[src/hw/rtl/ssa_pkg.sv]
// Shared types and constants of the session slot allocator.
package ssa_pkg;

  localparam int unsigned IdW     = 32;
  localparam int unsigned IdxW    = 24;
  localparam int unsigned CntW    = 11;
  localparam int unsigned LsnW    = 8;
  localparam int unsigned CmdW    = 2;
  localparam int unsigned StatusW = 2;

  localparam logic [IdxW-1:0] INDEX_MASK = 24'hFFFFFF;
  localparam logic [CntW-1:0] MAX_OPEN_RST = 11'd1024;

  typedef enum logic [CmdW-1:0] {
    CMD_ALLOC   = 2'd0,
    CMD_LOOKUP  = 2'd1,
    CMD_RELEASE = 2'd2
  } cmd_e;

  typedef enum logic [StatusW-1:0] {
    ST_OK   = 2'd0,
    ST_FULL = 2'd1,
    ST_MISS = 2'd2
  } status_e;

  typedef enum logic {
    CFG_LISTENER = 1'b0,
    CFG_MAX_OPEN = 1'b1
  } cfg_idx_e;

  typedef enum logic [5:0] {
    S_CLEAR = 6'b000001,
    S_IDLE  = 6'b000010,
    S_MOD   = 6'b000100,
    S_LOOK  = 6'b001000,
    S_SCAN  = 6'b010000,
    S_DONE  = 6'b100000
  } state_e;

  typedef struct packed {
    logic            start;
    logic [IdxW-1:0] value;
  } mod_req_t;

endpackage

[src/hw/rtl/ssa_slot_mod.sv]
// Reduction of a 24-bit slot index modulo the slot count.
module ssa_slot_mod import ssa_pkg::*; #(
  parameter int unsigned SLOTS = 1024
) (
  input  logic                                      clk_i,
  input  logic                                      rst_ni,
  input  mod_req_t                                  req_i,
  output logic                                      done_o,
  output logic [(SLOTS > 1 ? $clog2(SLOTS) : 1)-1:0] rem_o
);

  localparam int unsigned SlotW = SLOTS > 1 ? $clog2(SLOTS) : 1;
  localparam bit          IsPow2 = (SLOTS & (SLOTS - 1)) == 0;

  generate
    if (IsPow2) begin : g_mask
      logic [SlotW-1:0] rem_q;
      logic             done_q;

      always_ff @(posedge clk_i or negedge rst_ni) begin
        if (!rst_ni) begin
          done_q <= 1'b0;
        end else begin
          done_q <= req_i.start;
        end
      end

      always_ff @(posedge clk_i) begin
        if (req_i.start) begin
          rem_q <= SlotW'(req_i.value & IdxW'(SLOTS - 1));
        end
      end

      assign done_o = done_q;
      assign rem_o  = rem_q;
    end else begin : g_recip
      // quotient estimate by reciprocal multiply, then one compare and subtract
      localparam int unsigned ShW  = IdxW + SlotW;
      localparam int unsigned RecW = IdxW + 1;
      localparam int unsigned PrdW = IdxW + RecW;
      localparam int unsigned QW   = PrdW - ShW;
      localparam logic [63:0]      RecipFull = (64'd1 << ShW) / 64'(SLOTS);
      localparam logic [RecW-1:0]  Recip     = RecipFull[RecW-1:0];
      localparam logic [SlotW-1:0] SlotsN    = SlotW'(SLOTS);
      localparam logic [SlotW:0]   SlotsW    = (SlotW + 1)'(SLOTS);

      logic             prod_vld_q;
      logic             done_q;
      logic [PrdW-1:0]  prod_q;
      logic [IdxW-1:0]  val_q;
      logic [SlotW:0]   r_q;
      logic [QW-1:0]    quot;
      logic [IdxW:0]    back;
      logic [IdxW:0]    diff;

      assign quot = prod_q[PrdW-1:ShW];
      assign back = quot * SlotsN;
      assign diff = {1'b0, val_q} - back;

      always_ff @(posedge clk_i or negedge rst_ni) begin
        if (!rst_ni) begin
          prod_vld_q <= 1'b0;
          done_q     <= 1'b0;
        end else begin
          prod_vld_q <= req_i.start;
          done_q     <= prod_vld_q;
        end
      end

      always_ff @(posedge clk_i) begin
        if (req_i.start) begin
          val_q  <= req_i.value;
          prod_q <= req_i.value * Recip;
        end
        if (prod_vld_q) begin
          r_q <= diff[SlotW:0];
        end
      end

      assign done_o = done_q;
      assign rem_o  = (r_q >= SlotsW) ? SlotW'(r_q - SlotsW) : r_q[SlotW-1:0];
    end
  endgenerate

endmodule

[config.mk]
export PLATFORM = sky130hd
export DESIGN_NAME = ssa_slot_mod
export DESIGN_NICKNAME = d
export VERILOG_FILES = /design/src/hw/rtl/ssa_pkg.sv /design/src/hw/rtl/ssa_slot_mod.sv
export SDC_FILE = /design/constraint.sdc
export NUM_CORES = 1
export LEC_CHECK = 0
export ABC_AREA = 1
export ABC_CLOCK_PERIOD_IN_PS = 800
export BUFFER_PORTS_ARGS = -buffer_cell sky130_fd_sc_hd__buf_2
export CAP_MARGIN = 15
export CORE_MARGIN = 3
export CORE_UTILIZATION = 25
export CTS_CLUSTER_SIZE = 14
export DETAILED_ROUTE_END_ITERATION = 10
export PLACE_DENSITY = 0.64
export SLEW_MARGIN = 40
export SYNTH_ARGS = -nofsm -noshare
export SYNTH_HDL_FRONTEND = slang
export SYNTH_SLANG_ARGS = --single-unit
[constraint.sdc]
create_clock -name clk_i -period 0.8 [get_ports clk_i]
set_input_delay 0.16 -clock clk_i [delete_from_list [all_inputs] [get_ports clk_i]]
set_output_delay 0.16 -clock clk_i [all_outputs]
set_load 0.03 [all_outputs]
==> flow_summary.json <==
{
  "place_area_um2": 457.9,
  "die-area_um2": 1770,
  "postCtsSetupBuffers": 0,
  "seqCellArea_um2": 325.3,
  "io_pins": 38,
  "p_total_mw": 1.266,
  "cts_sinks": 11,
  "maxSlewHeadroom_pct": 85.37,
  "yosysTopAreaCell": "edfxtp_1",
  "crit_chain": "buf_6",
  "syn_area_um2": 325.3,
  "synthCells": 11,
  "yosysWarnings": 0,
  "die_h_um": 42.07,
  "cp.required_ns": 0.64,
  "synth.most_common_cell": "edfxtp_1",
  "synth.area.top_cells": "edfxtp_1 92%, dfrtp_1 7.7%",
  "yosys.cell_types.count": 2,
  "cts_buffers": 3,
  "start_kind": "flip-flop",
  "crit_cells": 1,
  "syn_nets": 38,
  "gp_congestion": 0.6159,
  "multi_input_area_um2": 0,
  "drt_iter0_drc": 4,
  "status": "finished with violations",
  "dr.pass1.iters": 2,
  "cp_slowest_cell": "edfxtp_1",
  "violations": "setup timing",
  "via_per_inst": 3.566,
  "grt_start_max_net_pins": 12,
  "yosysSeqAreaShare_pct": 100.0,
  "avgSynthCellArea_um2": 29.57,
  "initial_core_util_pct": 28.14,
  "min_period_ns": 0.9566,
  "dp_cells": 48,
  "postRouteAntennaNets": 0,
  "ys.flop_type": "edfxtp_1",
  "crit_type": "flip-flop to primary output",
  "synthTopCellsByCount": "10 x edfxtp_1, 1 x dfrtp_1",
  "rsz0062_at_grt": "yes",
  "first_global_vias": 208,
  "cellLeakagePower_nw": 0.2424,
  "drive_gt1_share_pct": 66.67,
  "irDropWorstVdd_uv": 869.1,
  "critical_path.max_fanout": 1,
  "grt_pass1_wl_um": 855,
  "critical-path-max-stage-delay_ns": 0.39,
  "antenna_found_initial": 0,
  "setup_slack_ns": -0.1566,
  "fmax_mhz": 1045,
  "slew_viol_final": 0,
  "powerDensity_nw_per_um2": 2248,
  "whs_ns": 0.07047,
  "arrival_ns": 0.80,
  "cp-end-kind": "primary output",
  "cp_num_buf_inv": 1,
  "port_buffers": 23,
  "synth-edff-count": 10,
  "synth_async_sr_flop_share_pct": 9.091,
  "core_um2": 1156,
  "tns_ns": -1.581,
  "cts_root_buf": "clkbuf_4",
  "layout.nets": 67,
  "syn_to_final_growth_pct": 73.08,
  "critical_path.top_delay_family": "flip-flops",
  "setup-violations-final": 11,
  "worst_pin_slew_ns": 0.2195,
  "cts_max_level": 1,
  "layoutNonFillerInstCount": 53,
  "routed-via-count": 189,
  "remaining_drc_errors": 0,
  "ctsLongestPathBuffers": 2,
  "drt-total-wl_um": 596,
  "hold_path_depth": 1,
  "cts_tree": "done",
  "grt_usage_pct": 7.181,
  "max_cap_violations": 0,
  "die_w_um": 42.07,
  "fillCellCount": 95,
  "hold_viol": 0,
  "rows": 12,
  "ys_ff_latch": 11,
  "grt.overflow.total": 0,
  "routedWlPerCell_um": 11.25,
  "clk_pin_slew_ns": 0.07,
  "num-multi-input-gates": 0,
  "diodes": 0,
  "fin_crit_sh_pct": 119.6,
  "yosysTopAreaCellShare_pct": 92.31,
  "stdcell_area_um2": 563.0,
  "hold_path.class": "input port to flip-flop"
}
-- path summary, 6_finish.rpt --
kind	to	start	slack (ns)
min in group asynchronous	done_o$_DFF_PN0_	rst_ni	0.20
worst max-delay path	rem_o[1]	rem_o[1]$_DFFE_PP_	-0.16
max in group asynchronous	done_o$_DFF_PN0_	rst_ni	0.51
worst min-delay path	rem_o[5]$_DFFE_PP_	req_i[5]	0.07
-- per-layer routing --
metal	vias to the layer above	track usage (%)	share of wire, %	routed length [um]
met5	-	0	0	0
met4	0	7.453	0	0
met3	0	3.004	7.6	45
met2	6	12.65	64	380
met1	85	5.464	29	170
li1	98	-	-	-
-- report_power, final --
part,internal (mW),switching [mW]
clock network,0.192,0.160
logic,0.100,0.119
registers,0.677,0.0179
total,0.969,0.297
-- sequential cells by signal (all words and copies together) (netlist names) --
name / count
done_o: 1
rem_o: 10
-- through the flow --
stage / util [%] / worst slack (ns)
CTS: 48.70 / -0.1723
global route: 48.70 / -0.1827
detailed placement: 39.61 / 0.1005
floorplan: - / 0.1444
global placement: 39.61 / 0.1166
finish: 48.70 / -0.1566
-- logic make-up after synthesis --
kind of cell  share of synthesized area [%]
flops                                 100.0
-- layout by cell type (no fill, tap or decap) --
| cell | count |
|---|---|
| buf_2 | 12 |
| clkbuf_1 | 1 |
| buf_6 | 11 |
| dfrtp_1 | 1 |
| clkbuf_4 | 3 |
| dlygate4sd3_1 | 1 |
| edfxtp_1 | 10 |
-- area by class of cell --
cell class,count,area share [%]
clock buffer,4,4.667
sequential,11,57.78
tap,14,3.111
timing repair buffer,24,34.44
-- what timing repair did --
action,in CTS,in global routing
endpoints found under the hold margin,1,0
hold buffers,1,0
setup endpoints to repair,11,11
resized for setup,22,0
(Power assumes the default switching activity.)
